<file path="src/hw/rtl/lwe_pkg.sv">
package lwe_pkg;

	// Width of the register index on the configuration channel.
	localparam int unsigned CFG_IDX_W = 3;

	localparam int unsigned TIME_WIDTH_DEF = 32;

	// Operation codes carried in the op field of a request beat.
	localparam logic [1:0] OP_CHECK = 2'd0;
	localparam logic [1:0] OP_KICK  = 2'd1;
	localparam logic [1:0] OP_CLEAR = 2'd2;

	// Register indexes on the configuration channel.
	localparam logic [CFG_IDX_W-1:0] REG_ENABLE       = 3'd0;
	localparam logic [CFG_IDX_W-1:0] REG_CHECK_PERIOD = 3'd1;
	localparam logic [CFG_IDX_W-1:0] REG_STALL_TMO    = 3'd2;
	localparam logic [CFG_IDX_W-1:0] REG_COOLDOWN     = 3'd3;
	localparam logic [CFG_IDX_W-1:0] REG_MAX_FAIL     = 3'd4;

	// Register values after reset.
	localparam logic        ENABLE_RST       = 1'b1;
	localparam logic [31:0] CHECK_PERIOD_RST = 32'd100;
	localparam logic [31:0] STALL_TMO_RST    = 32'd1000;
	localparam logic [31:0] COOLDOWN_RST     = 32'd5000;
	localparam logic [7:0]  MAX_FAIL_RST     = 8'd3;

	localparam logic [7:0]  TALLY_MAX = 8'hFF;

	typedef struct packed {
		logic [1:0]  op;
		logic [31:0] now_ms;
	} lwe_req_t;

	typedef struct packed {
		logic       alive;
		logic       stalled;
		logic       escalated;
		logic [7:0] failure_count;
		logic       reboot_request;
	} lwe_rsp_t;

	typedef struct packed {
		logic [CFG_IDX_W-1:0] index;
		logic [31:0]          data;
	} lwe_cfg_t;

endpackage

</file>
<file path="src/hw/rtl/lwe_stream_if.sv">
interface lwe_stream_if #(
	parameter type payload_t = logic
);
	logic     valid;
	logic     ready;
	payload_t data;

	modport source (output valid, output data, input ready);
	modport sink   (input valid, input data, output ready);
endinterface

</file>
<file path="src/hw/rtl/liveness_watchdog_escalator_unit.sv">
// Channel  Modport  Payload     Beat
// req      sink     lwe_req_t   one operation (check, kick, clear) with its timestamp
// rsp      source   lwe_rsp_t   one status beat for every request beat
// cfg      sink     lwe_cfg_t   one register write; always ready
//
// A request beat is registered at the input, evaluated against the watchdog state while it
// sits in the input stage and written to the response register together with the state update.
// Throughput is one beat per cycle while the response register is not stalled.
// A stalled response register holds the input stage, and req.ready then follows rsp.ready.
// arst_n returns the registers to their defaults and the watchdog state to idle.
module liveness_watchdog_escalator_unit #(
	parameter int unsigned TIME_WIDTH = lwe_pkg::TIME_WIDTH_DEF
) (
	input  logic         clk,
	input  logic         arst_n,
	lwe_stream_if.sink   req,
	lwe_stream_if.source rsp,
	lwe_stream_if.sink   cfg
);
	import lwe_pkg::*;

	// Compare width covers both the time difference and the 32-bit registers.
	localparam int unsigned CW = (TIME_WIDTH > 32) ? TIME_WIDTH : 32;

	// Configuration registers.
	logic        enable_q;
	logic [31:0] check_period_q;
	logic [31:0] stall_tmo_q;
	logic [31:0] cooldown_q;
	logic [7:0]  max_fail_q;

	// Watchdog state.
	logic                  was_kicked_q;
	logic [TIME_WIDTH-1:0] last_kick_q;
	logic [TIME_WIDTH-1:0] last_check_q;
	logic [TIME_WIDTH-1:0] last_recovery_q;
	logic [7:0]            tally_q;
	logic                  alive_q;
	logic                  stall_q;

	// Input stage and response register.
	logic     req_valid_s1;
	lwe_req_t req_s1;
	logic     rsp_valid_q;
	lwe_rsp_t rsp_q;

	logic s1_adv;

	// Next-state and result logic.
	logic [CW-1:0]         now_ext;
	logic [TIME_WIDTH-1:0] now_t;
	logic [TIME_WIDTH-1:0] age_check;
	logic [TIME_WIDTH-1:0] age_kick;
	logic [TIME_WIDTH-1:0] age_recovery;
	logic                  check_due;
	logic                  kick_old;
	logic                  cooldown_over;
	logic [7:0]            tally_inc;

	logic                  was_kicked_d;
	logic [TIME_WIDTH-1:0] last_kick_d;
	logic [TIME_WIDTH-1:0] last_check_d;
	logic [TIME_WIDTH-1:0] last_recovery_d;
	logic [7:0]            tally_d;
	logic                  alive_d;
	logic                  stall_d;
	logic                  escalated_c;
	logic                  reboot_c;

	assign cfg.ready = 1'b1;

	always_ff @(posedge clk or negedge arst_n) begin
		if (!arst_n) begin
			enable_q       <= ENABLE_RST;
			check_period_q <= CHECK_PERIOD_RST;
			stall_tmo_q    <= STALL_TMO_RST;
			cooldown_q     <= COOLDOWN_RST;
			max_fail_q     <= MAX_FAIL_RST;
		end else if (cfg.valid) begin
			case (cfg.data.index)
				REG_ENABLE:       enable_q       <= cfg.data.data[0];
				REG_CHECK_PERIOD: check_period_q <= cfg.data.data;
				REG_STALL_TMO:    stall_tmo_q    <= cfg.data.data;
				REG_COOLDOWN:     cooldown_q     <= cfg.data.data;
				REG_MAX_FAIL:     max_fail_q     <= cfg.data.data[7:0];
				default: ;
			endcase
		end
	end

	assign s1_adv    = req_valid_s1 && (!rsp_valid_q || rsp.ready);
	assign req.ready = !req_valid_s1 || s1_adv;

	always_ff @(posedge clk or negedge arst_n) begin
		if (!arst_n) begin
			req_valid_s1 <= 1'b0;
		end else if (req.ready) begin
			req_valid_s1 <= req.valid;
		end
	end

	always_ff @(posedge clk) begin
		if (req.valid && req.ready) begin
			req_s1 <= req.data;
		end
	end

	// Timestamps are truncated or zero-extended to TIME_WIDTH bits; all ages wrap at that width.
	assign now_ext      = CW'(req_s1.now_ms);
	assign now_t        = now_ext[TIME_WIDTH-1:0];
	assign age_check    = now_t - last_check_q;
	assign age_kick     = now_t - last_kick_q;
	assign age_recovery = now_t - last_recovery_q;

	assign check_due     = CW'(age_check) >= CW'(check_period_q);
	assign kick_old      = CW'(age_kick) > CW'(stall_tmo_q);
	assign cooldown_over = CW'(age_recovery) > CW'(cooldown_q);
	assign tally_inc     = (tally_q == TALLY_MAX) ? tally_q : tally_q + 8'd1;

	always_comb begin
		was_kicked_d    = was_kicked_q;
		last_kick_d     = last_kick_q;
		last_check_d    = last_check_q;
		last_recovery_d = last_recovery_q;
		tally_d         = tally_q;
		alive_d         = alive_q;
		stall_d         = stall_q;
		escalated_c     = 1'b0;
		reboot_c        = 1'b0;
		case (req_s1.op)
			OP_CLEAR: begin
				was_kicked_d    = 1'b0;
				last_kick_d     = '0;
				last_check_d    = '0;
				last_recovery_d = '0;
				tally_d         = '0;
				alive_d         = 1'b1;
				stall_d         = 1'b0;
			end
			OP_KICK: begin
				if (enable_q) begin
					was_kicked_d = 1'b1;
					last_kick_d  = now_t;
					alive_d      = 1'b1;
					stall_d      = 1'b0;
					tally_d      = '0;
				end
			end
			OP_CHECK: begin
				if (enable_q && check_due) begin
					last_check_d = now_t;
					if (was_kicked_q) begin
						if (kick_old) begin
							alive_d = 1'b0;
							stall_d = 1'b1;
							if (cooldown_over) begin
								escalated_c     = 1'b1;
								last_recovery_d = now_t;
								tally_d         = tally_inc;
								reboot_c        = tally_inc >= max_fail_q;
							end
						end else begin
							stall_d = 1'b0;
						end
					end
				end
			end
			default: ;
		endcase
	end

	always_ff @(posedge clk or negedge arst_n) begin
		if (!arst_n) begin
			was_kicked_q    <= 1'b0;
			last_kick_q     <= '0;
			last_check_q    <= '0;
			last_recovery_q <= '0;
			tally_q         <= '0;
			alive_q         <= 1'b1;
			stall_q         <= 1'b0;
		end else if (s1_adv) begin
			// A reboot reports the escalated state and then drops back to idle.
			if (reboot_c) begin
				was_kicked_q    <= 1'b0;
				last_kick_q     <= '0;
				last_check_q    <= '0;
				last_recovery_q <= '0;
				tally_q         <= '0;
				alive_q         <= 1'b1;
				stall_q         <= 1'b0;
			end else begin
				was_kicked_q    <= was_kicked_d;
				last_kick_q     <= last_kick_d;
				last_check_q    <= last_check_d;
				last_recovery_q <= last_recovery_d;
				tally_q         <= tally_d;
				alive_q         <= alive_d;
				stall_q         <= stall_d;
			end
		end
	end

	always_ff @(posedge clk or negedge arst_n) begin
		if (!arst_n) begin
			rsp_valid_q <= 1'b0;
		end else if (s1_adv) begin
			rsp_valid_q <= 1'b1;
		end else if (rsp.ready) begin
			rsp_valid_q <= 1'b0;
		end
	end

	always_ff @(posedge clk) begin
		if (s1_adv) begin
			rsp_q.alive          <= alive_d;
			rsp_q.stalled        <= stall_d;
			rsp_q.escalated      <= escalated_c;
			rsp_q.failure_count  <= tally_d;
			rsp_q.reboot_request <= reboot_c;
		end
	end

	assign rsp.valid = rsp_valid_q;
	assign rsp.data  = rsp_q;

	a_alive_excl_stall: assert property (@(posedge clk) disable iff (!arst_n)
		!(alive_q && stall_q))
		else $error("alive and stalled set together");

	a_reboot_clears: assert property (@(posedge clk) disable iff (!arst_n)
		s1_adv && reboot_c |=> !was_kicked_q && tally_q == 8'd0 && alive_q)
		else $error("state not cleared after reboot");

	a_reboot_escalated: assert property (@(posedge clk) disable iff (!arst_n)
		rsp_valid_q && rsp_q.reboot_request |-> rsp_q.escalated && rsp_q.stalled
			&& !rsp_q.alive)
		else $error("reboot without escalation");

	a_s1_hold: assert property (@(posedge clk) disable iff (!arst_n)
		req_valid_s1 && !s1_adv |=> req_valid_s1 && $stable(req_s1))
		else $error("input stage lost a beat under stall");

	a_rsp_one_per_req: assert property (@(posedge clk) disable iff (!arst_n)
		rsp_valid_q && !rsp.ready |-> !s1_adv)
		else $error("response register overwritten");

endmodule

</file>
<file path="src/flat_wrapper.sv">
// flat-port wrapper written by rule: the top's interface ports become plain ports
module liveness_watchdog_escalator_unit_flat import lwe_pkg::*;
#(
	parameter int unsigned TIME_WIDTH = lwe_pkg::TIME_WIDTH_DEF
)
  (clk, arst_n, req_valid, req_data, req_ready, rsp_valid, rsp_data, rsp_ready, cfg_valid, cfg_data, cfg_ready);
  lwe_stream_if #(.payload_t(lwe_req_t)) req_i ();
  lwe_stream_if #(.payload_t(lwe_rsp_t)) rsp_i ();
  lwe_stream_if #(.payload_t(lwe_cfg_t)) cfg_i ();
  input  logic clk;
  input  logic arst_n;
  input wire logic [$bits(req_i.valid)-1:0] req_valid;
  input wire logic [$bits(req_i.data)-1:0] req_data;
  output wire logic [$bits(req_i.ready)-1:0] req_ready;
  output wire logic [$bits(rsp_i.valid)-1:0] rsp_valid;
  output wire logic [$bits(rsp_i.data)-1:0] rsp_data;
  input wire logic [$bits(rsp_i.ready)-1:0] rsp_ready;
  input wire logic [$bits(cfg_i.valid)-1:0] cfg_valid;
  input wire logic [$bits(cfg_i.data)-1:0] cfg_data;
  output wire logic [$bits(cfg_i.ready)-1:0] cfg_ready;
  assign req_i.valid = req_valid;
  assign req_i.data = req_data;
  assign req_ready = req_i.ready;
  assign rsp_valid = rsp_i.valid;
  assign rsp_data = rsp_i.data;
  assign rsp_i.ready = rsp_ready;
  assign cfg_i.valid = cfg_valid;
  assign cfg_i.data = cfg_data;
  assign cfg_ready = cfg_i.ready;
  liveness_watchdog_escalator_unit #(.TIME_WIDTH(TIME_WIDTH)) u_core (.clk(clk), .arst_n(arst_n), .req(req_i), .rsp(rsp_i), .cfg(cfg_i));
endmodule
</file>
<file path="config.mk">
export PLATFORM = sky130hd
export DESIGN_NAME = liveness_watchdog_escalator_unit_flat
export DESIGN_NICKNAME = d
export VERILOG_FILES = /design/src/hw/rtl/lwe_pkg.sv /design/src/hw/rtl/lwe_stream_if.sv /design/src/hw/rtl/liveness_watchdog_escalator_unit.sv /design/src/flat_wrapper.sv
export SDC_FILE = /design/constraint.sdc
export NUM_CORES = 1
export LEC_CHECK = 0
export BUFFER_PORTS_ARGS = -buffer_cell sky130_fd_sc_hd__buf_2
export CAP_MARGIN = 30
export CORE_ASPECT_RATIO = 1.2
export CORE_UTILIZATION = 50
export DETAILED_ROUTE_END_ITERATION = 12
export GPL_TIMING_DRIVEN = 0
export PLACE_DENSITY = 0.67
export SYNTH_ARGS = -nofsm -noshare
export SYNTH_HDL_FRONTEND = slang
export SYNTH_SLANG_ARGS = --single-unit
</file>
<file path="constraint.sdc">
create_clock -name clk -period 12.62 [get_ports clk]
set_input_delay 0.631 -clock clk [delete_from_list [all_inputs] [get_ports clk]]
set_output_delay 0.631 -clock clk [all_outputs]
set_load 0.02 [all_outputs]
</file>
==> results of run 1 <==
-- routing by layer --
metal | global-route usage, % | wire (µm) | vias up
li1 | - | - | 6549
met1 | 32.9 | 18800 | 6645
met2 | 44.7 | 21300 | 323
met3 | 3.69 | 2030 | 112
met4 | 14.3 | 2380 | 0
met5 | 0 | 0 | -
-- area by class of cell --
cell class              instances  share of cell area, %
plain buffers                  51                   1.15
well taps                     450                   2.97
clock inverters                18                  0.844
clock buffers                  38                   4.50
multi-input cells            1245                   47.8
inverters                     227                   4.49
repair buffers                 89                   2.60
flip-flops and latches        260                   35.6
-- logic make-up after synthesis --
family,count (synthesis)
compound gates,509
simple gates,403
buf+inv,278
flops,260
fa+ha+maj,205
xor+xnor,91
mux,36
other cells,1
-- report_power, final --
group / leakage [nW] / switching [mW] / internal [mW] / total [mW]
Sequential: 3.16 / 0.0698 / 1.00 / 1.07
Combinational: 4.96 / 0.721 / 0.546 / 1.27
Clock: 0.506 / 0.370 / 0.520 / 0.890
-- through the flow --
step	util, %	hold slack [ns]
final	57.1	0.0628
after CTS	57.1	0.133
after global routing	57.1	0.145
after detailed placement	54.0	0.491
after floorplan	-	0.335
after global placement	53.9	0.486
-- worst max-delay path: cells and delay by family (launching register included) --
kind / cells / cell delay (ns)
flops: 1 / 0.43
compound gates: 12 / 3.70
simple gates: 6 / 1.75
fa+ha+maj: 3 / 0.80
buf+inv: 3 / 0.84
-- worst paths after layout --
check / cells past startpoint / endpoint / start / slack [ns]
max: 24 / u_core.last_recovery_q[2] / u_core.now_ext[0] / 4.99
min: 1 / u_core.last_kick_q[5] / arst_n / 0.06
max reg2reg: 24 / u_core.last_recovery_q[2] / u_core.now_ext[0] / 4.99
min reg2reg: 1 / u_core.last_kick_q[29] / u_core.last_kick_q[29] / 0.50
max in group asynchronous: 2 / u_core.check_period_q[23] / arst_n / 11.53
min in group clk: 1 / u_core.now_ext[0] / req_data[0] / 0.22
-- flip-flops by register name, summed over array words and instances (netlist names) --
register                count
u_core.rsp.data            12
u_core.stall_tmo_q         32
u_core.last_kick_q         32
u_core.cooldown_q          32
u_core.tally_q              8
u_core.req_s1               2
u_core.now_ext             32
u_core.alive_q              1
u_core.max_fail_q           8
u_core.rsp.valid            1
u_core.last_check_q        32
u_core.check_period_q      32
u_core.last_recovery_q     32
u_core.stall_q              1
u_core.req_valid_s1         1
u_core.was_kicked_q         1
u_core.enable_q             1
-- layout by cell type (no fill, tap or decap), drive strengths merged, types with 8 or more instances in the layout --
| cell | instances |
|---|---|
| inv | 227 |
| ha | 202 |
| dfrtp | 196 |
| o21ai | 165 |
| nand2 | 137 |
| buf | 105 |
| a21oi | 103 |
| clkbuf | 73 |
| nor2 | 72 |
| xnor2 | 67 |
| a22o | 66 |
| nand3 | 63 |
| a21o | 60 |
| edfxtp | 46 |
| mux2 | 36 |
| nand2b | 26 |
| xor2 | 24 |
| nor3 | 23 |
| dfstp | 18 |
| nand4 | 16 |
| a31oi | 14 |
| nor2b | 14 |
| clkinv | 14 |
| o21a | 12 |
| o21bai | 10 |
| a211oi | 10 |
| or2 | 9 |
| o211ai | 9 |
| and3 | 8 |
| a221oi | 8 |
==> tab_implementation.tex, run 1 <==
\begin{tabular}{lr}
\hline
Metric & Value \\
\hline
\multicolumn{2}{l}{\textbf{Synthesis}} \\
\quad Simple logic cell fraction of the synthesized area & 11.7\% \\
\quad Synth Area in XOR/XNOR & 4.71\% \\
\quad Fraction of the mapped netlist area in adder cells & 15.3\% \\
\quad Largest family of logic cells by synthesized area & compound AO/OA/AOI/OAI gates \\
\quad Synthesized area per cell & 9.48 µm² \\
\quad Most frequent cell after synthesis & sky130\_fd\_sc\_hd\_\_inv\_1 \\
\quad Area leader, netlist & sky130\_fd\_sc\_hd\_\_dfrtp\_1 \\
\quad Number of distinct library cells after synthesis & 80 \\
\quad Gate count after technology mapping & 1783 \\
\quad Flip-flop and latch count after synthesis & 260 \\
\quad Area contributors post-synth & sky130\_fd\_sc\_hd\_\_dfrtp\_1 (29\%), sky130\_fd\_sc\_hd\_\_ha\_1 (15\%), sky130\_fd\_sc\_hd\_\_edfxtp\_1 (8.2\%) \\
\quad Count of flip-flops with a built-in enable after synthesis & 46 \\
\quad Post-synthesis mux area share & 2.40\% \\
\quad Dominant synthesized flop cell & sky130\_fd\_sc\_hd\_\_dfrtp\_1 \\
\quad Share of flip-flops with an asynchronous set or reset after synthesis & 82.3\% \\
\quad Count of yosys warnings during synthesis & 0 \\
\quad Share of the synthesized area in compound gates (AO/OA/AOI/OAI) & 19.6\% \\
\quad Syn\_nets & 2062 \\
\quad Fraction of post-synthesis cell area in the top cell type by area & 29.0\% \\
\quad Ranking of synthesized cells by instance count & sky130\_fd\_sc\_hd\_\_inv\_1 (227), sky130\_fd\_sc\_hd\_\_ha\_1 (202), sky130\_fd\_sc\_hd\_\_dfrtp\_1 (196), sky130\_fd\_sc\_hd\_\_o21ai\_0 (163), sky130\_fd\_sc\_hd\_\_nand2\_1 (136) \\
\quad Synthesized cell area & 16900 µm² \\
\quad Register area share after synthesis & 40.0\% \\
\multicolumn{2}{l}{\textbf{Setup path}} \\
\quad Cell with the largest stage delay on the worst path & sky130\_fd\_sc\_hd\_\_a2111oi\_1 \\
\quad Data required, critical path & 13.11 ns \\
\quad Largest driver fanout on the critical path & 10 \\
\quad Cell chain of the critical path & inv\_1 > ha\_1 > inv\_1 > fa\_1 > a211oi\_1 > o21bai\_1 > or3b\_1 > a21oi\_1 > o31a\_2 > a21oi\_1 > a2111oi\_1 > o21ai\_0 > or4b\_1 > o311ai\_0 > ha\_1 > and4\_1 > nand4\_1 > a31oi\_1 > o31ai\_1 > or2\_2 > a21oi\_2 > clkbuf\_1 > nand3\_1 > o21ai\_0 \\
\quad Worst Setup End Kind & flip-flop \\
\quad Slowest Stage Delay on Critical Path & 0.81 ns \\
\quad Startpoint-to-endpoint class of the critical path & flip-flop to flip-flop \\
\quad WP data arrival & 8.12 ns \\
\quad Kind of start point of the critical path & flip-flop \\
\multicolumn{2}{l}{\textbf{STA}} \\
\quad Setup slack after layout & 4.99 ns \\
\quad Period utilization & 60.4\% \\
\quad Final TNS setup & 0 ns \\
\quad Clock tree skew after final layout & 0.0240 ns \\
\quad Highest attainable clock frequency & 131 MHz \\
\quad RSZ-0062 raised after global routing & no \\
\quad Shortest clock period the worst path allows after layout & 7.63 ns \\
\quad Total count of max-transition violations in the final report & 0 \\
\quad Max transition margin & 39.5\% \\
\quad Endpoints failing setup & 0 \\
\quad Actual slew at the worst max-slew pin & 0.901 ns \\
\quad Count of endpoints failing hold in the final timing report & 0 \\
\multicolumn{2}{l}{\textbf{Cells and area}} \\
\quad Layout Cells excl Fill & 2378 \\
\quad Filler Cells Inserted & 3038 \\
\quad \# diodes & 0 \\
\quad Layout net count & 2183 \\
\quad Synth-to-layout area growth & 12.2\% \\
\quad Combined area of the multi-input logic cells & 9080 µm² \\
\quad Share of post-route cells with drive strength above 1 & 12.3\% \\
\quad Reg area & 6760 µm² \\
\quad Cell area after layout & 19000 µm² \\
\multicolumn{2}{l}{\textbf{Power and ir drop}} \\
\quad Worst IR Drop VDD & 0.108 mV \\
\quad Post-route total power & 3.23 mW \\
\quad Total power per unit cell area & 170 nW/µm² \\
\quad Lkg Pwr & 8.62 nW \\
\multicolumn{2}{l}{\textbf{CTS}} \\
\quad Post-CTS setup repair buffer count & 0 \\
\quad CTS Root Buffer Type & sky130\_fd\_sc\_hd\_\_clkbuf\_16 \\
\quad CTS Sinks & 260 \\
\quad Insertion delay of the later-clocked pin in the worst-skew pair & 0.59 ns \\
\quad Worst-case clock buffer depth & 3 \\
\quad Clock transition at the register clock pins on the worst setup and hold paths after CTS & 0.07 ns \\
\quad CTS tree & done \\
\quad CTS Buf Count & 30 \\
\quad H-tree depth & 1 \\
\quad \# resized after CTS & 0 \\
\quad Cts-stage hold buffer count & 0 \\
\multicolumn{2}{l}{\textbf{Global route}} \\
\quad Vias in the first global route & 13600 \\
\quad Wire length of the first global-routing pass & 71300 µm \\
\quad Total global-route track usage & 26.6\% \\
\quad Total grt overflow & 0 \\
\quad Number of antenna violations at the first check in global routing & 0 \\
\quad Pin count of the biggest net entering global routing & 114 \\
\multicolumn{2}{l}{\textbf{Drt}} \\
\quad Detailed-route via count & 13600 \\
\quad Via/cell ratio & 5.73 \\
\quad Post-route DRC & 0 \\
\quad Wire per inst & 18.7 µm \\
\quad Detailed Routing Iterations Pass 1 & 7 \\
\quad Initial DRC count & 755 \\
\quad Routed Antenna Nets & 0 \\
\quad Total detailed-routing wirelength & 44500 µm \\
\multicolumn{2}{l}{\textbf{Place}} \\
\quad Quantity of I/O buffers inserted on ports & 87 \\
\quad Count of placed standard cells including taps & 2322 \\
\quad Placed cell areas & 18000 µm² \\
\quad Detailed placer's ending HPWL & 33600 µm \\
\quad Gpl congestion & 0.912 \\
\quad Pre-CTS worst setup slack & 5.22 ns \\
\multicolumn{2}{l}{\textbf{Floorplan}} \\
\quad Overall die area & 34600 µm² \\
\quad Initial Utilization & 50.9\% \\
\quad Count of boundary I/O pins & 89 \\
\quad Total number of placement rows & 73 \\
\quad Die height & 203 µm \\
\quad Die Wd & 170 µm \\
\quad Core Region & 33200 µm² \\
\multicolumn{2}{l}{\textbf{Min path}} \\
\quad HP Class & input pin to async pin \\
\multicolumn{2}{l}{\textbf{Run}} \\
\quad Number of max-cap violations & 0 \\
\multicolumn{2}{l}{\textbf{Status}} \\
\quad Outcome & finished, final reports clean \\
\hline
\end{tabular}
Power figures use the tool's default switching activity.
==> run 2, diff against run 1 <==
- ABC_AREA: not set -> 1
- clock period: 12.62 -> 7.9 ns (I/O delays scaled with it)
==> run 2 against run 1 <==
  * Sequential power up 66%
  * Final area rose by 8.4%
  * Die area rose by 6.9%
  * Flip-flop and latch count unchanged
  * Power increased by 98%
  * Clock skew decreased by 0.0037 ns
  * Hold slack worse by 0.020 ns
  * Area after synthesis is 7.0% higher
  * Global-route usage is 2.6 points higher
  * First-iteration DRC count increased by 51%
  * Clock power up 74%
  * Register-to-register slack got worse by 3.3 ns
  * Critical path type unchanged
  * Largest cell class unchanged
==> tab_implementation.tex, run 2 <==
\begin{tabular}{lr}
\hline
Metric & Value \\
\hline
\multicolumn{2}{l}{\textbf{Status}} \\
\quad Outcome & finished, final reports clean (unchanged) \\
\multicolumn{2}{l}{\textbf{Synthesis}} \\
\quad Share of flip-flops with an asynchronous set or reset after synthesis & 82.3\% (unchanged) \\
\quad Syn\_nets & 2659 (was 2062) \\
\quad Count of flip-flops with a built-in enable after synthesis & 46 (unchanged) \\
\quad Most frequent cell after synthesis & sky130\_fd\_sc\_hd\_\_nand2\_1 (was sky130\_fd\_sc\_hd\_\_inv\_1) \\
\quad Number of distinct library cells after synthesis & 47 (was 80) \\
\quad Ranking of synthesized cells by instance count & sky130\_fd\_sc\_hd\_\_nand2\_1 (594), sky130\_fd\_sc\_hd\_\_inv\_1 (387), sky130\_fd\_sc\_hd\_\_o21ai\_0 (237), sky130\_fd\_sc\_hd\_\_ha\_1 (202), sky130\_fd\_sc\_hd\_\_dfrtp\_1 (196) (was sky130\_fd\_sc\_hd\_\_inv\_1 (227), sky130\_fd\_sc\_hd\_\_ha\_1 (202), sky130\_fd\_sc\_hd\_\_dfrtp\_1 (196), sky130\_fd\_sc\_hd\_\_o21ai\_0 (163), sky130\_fd\_sc\_hd\_\_nand2\_1 (136)) \\
\quad Count of yosys warnings during synthesis & 0 (unchanged) \\
\quad Area leader, netlist & sky130\_fd\_sc\_hd\_\_dfrtp\_1 (unchanged) \\
\quad Register area share after synthesis & 37.4\% (was 40.0\%) \\
\quad Gate count after technology mapping & 2380 (was 1783) \\
\quad Synthesized cell area & 18100 µm² (was 16900 µm²) \\
\quad Area contributors post-synth & sky130\_fd\_sc\_hd\_\_dfrtp\_1 (27\%), sky130\_fd\_sc\_hd\_\_ha\_1 (14\%), sky130\_fd\_sc\_hd\_\_nand2\_1 (12\%) (was sky130\_fd\_sc\_hd\_\_dfrtp\_1 (29\%), sky130\_fd\_sc\_hd\_\_ha\_1 (15\%), sky130\_fd\_sc\_hd\_\_edfxtp\_1 (8.2\%)) \\
\quad Fraction of post-synthesis cell area in the top cell type by area & 27.1\% (was 29.0\%) \\
\quad Flip-flop and latch count after synthesis & 260 (unchanged) \\
\quad Synthesized area per cell & 7.60 µm² (was 9.48 µm²) \\
\quad Dominant synthesized flop cell & sky130\_fd\_sc\_hd\_\_dfrtp\_1 (unchanged) \\
\multicolumn{2}{l}{\textbf{Place}} \\
\quad Gpl congestion & 0.963 (was 0.912) \\
\quad Count of placed standard cells including taps & 2931 (was 2322) \\
\quad Detailed placer's ending HPWL & 41400 µm (was 33600 µm) \\
\quad Quantity of I/O buffers inserted on ports & 87 (unchanged) \\
\multicolumn{2}{l}{\textbf{Power and ir drop}} \\
\quad Lkg Pwr & 10.3 nW (was 8.62 nW) \\
\quad Worst IR Drop VDD & 0.214 mV (was 0.108 mV) \\
\quad Total power per unit cell area & 310 nW/µm² (was 170 nW/µm²) \\
\multicolumn{2}{l}{\textbf{CTS}} \\
\quad Post-CTS setup repair buffer count & 0 (unchanged) \\
\quad CTS Sinks & 260 (unchanged) \\
\quad Insertion delay of the later-clocked pin in the worst-skew pair & 0.58 ns (was 0.59 ns) \\
\quad Clock transition at the register clock pins on the worst setup and hold paths after CTS & 0.06 ns (was 0.07 ns) \\
\quad Worst-case clock buffer depth & 3 (unchanged) \\
\quad CTS Root Buffer Type & sky130\_fd\_sc\_hd\_\_clkbuf\_16 (unchanged) \\
\quad CTS tree & done (unchanged) \\
\quad H-tree depth & 1 (unchanged) \\
\quad CTS Buf Count & 30 (unchanged) \\
\multicolumn{2}{l}{\textbf{STA}} \\
\quad Endpoints failing setup & 0 (unchanged) \\
\quad Highest attainable clock frequency & 162 MHz (was 131 MHz) \\
\quad Count of endpoints failing hold in the final timing report & 0 (unchanged) \\
\quad Clock tree skew after final layout & 0.0202 ns (was 0.0240 ns) \\
\quad Actual slew at the worst max-slew pin & 0.983 ns (was 0.901 ns) \\
\quad Shortest clock period the worst path allows after layout & 6.17 ns (was 7.63 ns) \\
\quad Worst hold margin & 0.0433 ns (was 0.0628 ns) \\
\quad Total count of max-transition violations in the final report & 0 (unchanged) \\
\quad Period utilization & 78.1\% (was 60.4\%) \\
\quad RSZ-0062 raised after global routing & no (unchanged) \\
\quad Max transition margin & 34.5\% (was 39.5\%) \\
\quad Final TNS setup & 0 ns (unchanged) \\
\multicolumn{2}{l}{\textbf{Cells and area}} \\
\quad Synth-to-layout area growth & 13.8\% (was 12.2\%) \\
\quad Layout net count & 2814 (was 2183) \\
\quad \# diodes & 0 (unchanged) \\
\quad End-of-flow core utilization & 58.3\% (was 57.1\%) \\
\quad Share of post-route cells with drive strength above 1 & 7.27\% (was 12.3\%) \\
\quad Commonest cells after routing, fill and taps aside & sky130\_fd\_sc\_hd\_\_nand2\_1 (594), sky130\_fd\_sc\_hd\_\_inv\_1 (386), sky130\_fd\_sc\_hd\_\_o21ai\_0 (237), sky130\_fd\_sc\_hd\_\_ha\_1 (202), sky130\_fd\_sc\_hd\_\_dfrtp\_1 (196) (was sky130\_fd\_sc\_hd\_\_inv\_1 (227), sky130\_fd\_sc\_hd\_\_ha\_1 (202), sky130\_fd\_sc\_hd\_\_dfrtp\_1 (196), sky130\_fd\_sc\_hd\_\_o21ai\_0 (163), sky130\_fd\_sc\_hd\_\_nand2\_1 (136)) \\
\quad Layout Cells excl Fill & 3021 (was 2378) \\
\quad Most frequent standard cell in the layout excluding fill and tap cells & sky130\_fd\_sc\_hd\_\_nand2\_1 (was sky130\_fd\_sc\_hd\_\_inv\_1) \\
\multicolumn{2}{l}{\textbf{Drt}} \\
\quad Routed Antenna Nets & 0 (unchanged) \\
\quad Initial DRC count & 1143 (was 755) \\
\quad Via/cell ratio & 5.31 (was 5.73) \\
\quad Detailed-route via count & 16000 (was 13600) \\
\quad Post-route DRC & 0 (unchanged) \\
\quad Total detailed-routing wirelength & 52800 µm (was 44500 µm) \\
\quad Detailed Routing Iterations Pass 1 & 5 (was 7) \\
\quad Wire per inst & 17.5 µm (was 18.7 µm) \\
\multicolumn{2}{l}{\textbf{Global route}} \\
\quad Total grt overflow & 0 (unchanged) \\
\quad Wire length of the first global-routing pass & 83500 µm (was 71300 µm) \\
\quad Vias in the first global route & 15500 (was 13600) \\
\quad Total global-route track usage & 29.1\% (was 26.6\%) \\
\quad Number of antenna violations at the first check in global routing & 0 (unchanged) \\
\quad Pin count of the biggest net entering global routing & 114 (unchanged) \\
\multicolumn{2}{l}{\textbf{Setup path}} \\
\quad Cell with the largest stage delay on the worst path & sky130\_fd\_sc\_hd\_\_nor3b\_2 (was sky130\_fd\_sc\_hd\_\_a2111oi\_1) \\
\quad Data required, critical path & 8.36 ns (was 13.11 ns) \\
\quad Critical Path Most Common Cell & sky130\_fd\_sc\_hd\_\_nand2\_1 \\
\quad Slowest Stage Delay on Critical Path & 0.46 ns (was 0.81 ns) \\
\quad Largest delay contributor family on the critical path & simple AND/OR/NAND/NOR gates (was compound AO/OA/AOI/OAI gates) \\
\quad WP data arrival & 6.63 ns (was 8.12 ns) \\
\quad Kind of start point of the critical path & flip-flop (unchanged) \\
\quad Buffers plus inverters on the worst setup path & 3 (unchanged) \\
\quad Startpoint-to-endpoint class of the critical path & flip-flop to flip-flop (unchanged) \\
\quad Worst Setup End Kind & flip-flop (unchanged) \\
\quad Largest driver fanout on the critical path & 10 (unchanged) \\
\multicolumn{2}{l}{\textbf{Floorplan}} \\
\quad Overall die area & 36900 µm² (was 34600 µm²) \\
\quad Core Region & 35300 µm² (was 33200 µm²) \\
\quad Die height & 210 µm (was 203 µm) \\
\quad Count of boundary I/O pins & 89 (unchanged) \\
\quad Die Wd & 176 µm (was 170 µm) \\
\quad Initial Utilization & 51.3\% (was 50.9\%) \\
\quad Total number of placement rows & 75 (was 73) \\
\multicolumn{2}{l}{\textbf{Min path}} \\
\quad HP Class & input pin to flip-flop (was input pin to async pin) \\
\multicolumn{2}{l}{\textbf{Run}} \\
\quad Number of max-cap violations & 0 (unchanged) \\
\hline
\end{tabular}
[run 2: cell count changes after synthesis, sizes merged, moves of 12 or more]
cell	delta
mux2	-36
a22o	-66
nand3	+12
nand2b	-26
a21o	-45
nand2	+458
o21ai	+84
xnor2	-42
a21oi	+64
nor2b	-14
inv	+162
nor2	+107
xor2	+42
[run 2: cells by family after synthesis]
family,share of synthesized area (%)
other cells,0.0207
buf+inv,9.58
compound gates,14.2
flops,37.4
simple gates,20.2
fa+ha+maj,14.3
xor+xnor,4.41
[run 2: repair_timing]
item                       in CTS  in global routing
hold endpoints to repair      134                  0
setup endpoints to repair       0                  0
hold buffers                   34                  0
gates resized for setup         0                  0
[run 2: per-layer routing]
| layer | track usage [%] | part of all wire, % | vias to the layer above |
|---|---|---|---|
| met5 | 0 | 0 | - |
| met4 | 10.6 | 3.6 | 0 |
| met3 | 3.03 | 4.9 | 83 |
| met2 | 48.7 | 47 | 389 |
| met1 | 38.9 | 45 | 7554 |
| li1 | - | - | 8019 |
[run 2: path summary, 6_finish.rpt]
check	startpoint	endpoint	slack [ns]	cells after the start
worst min register to register	u_core.last_kick_q[19]	u_core.last_kick_q[19]	0.47	2
worst max register to register	u_core.now_ext[0]	u_core.last_kick_q[17]	1.73	30
worst min-delay path	req_data[5]	u_core.now_ext[5]	0.04	1
min in group asynchronous	arst_n	u_core.last_kick_q[13]	0.51	2
max in group asynchronous	arst_n	u_core.tally_q[5]	6.29	3
worst max-delay path	u_core.now_ext[0]	u_core.last_kick_q[17]	1.73	30
[run 2: power breakdown]
group	leakage [nW]	internal, mW	switching, mW	total [mW]
Sequential	3.20	1.64	0.144	1.78
Clock	0.530	0.962	0.589	1.55
Combinational	6.54	1.13	1.92	3.04
[run 2: through the flow]
step	area (µm²)	power, mW	setup WS [ns]
after CTS	20600	6.38	1.64
after global routing	20600	6.90	1.17
after floorplan	18100	3.95	3.76
after global placement	19100	4.69	1.80
after detailed placement	19100	4.78	1.67
final	20600	6.38	1.73
[run 2: cell type report]
type / instances / area (µm²)
Sequential cell: 260 / 6760
Timing Repair Buffer: 123 / 825
Inverter: 389 / 1460
Clock buffer: 43 / 873
Fill cell: 3325 / 14700
Multi-Input combinational cell: 1675 / 9590
Clock inverter: 13 / 215
Tap cell: 462 / 578
Buffer: 56 / 272
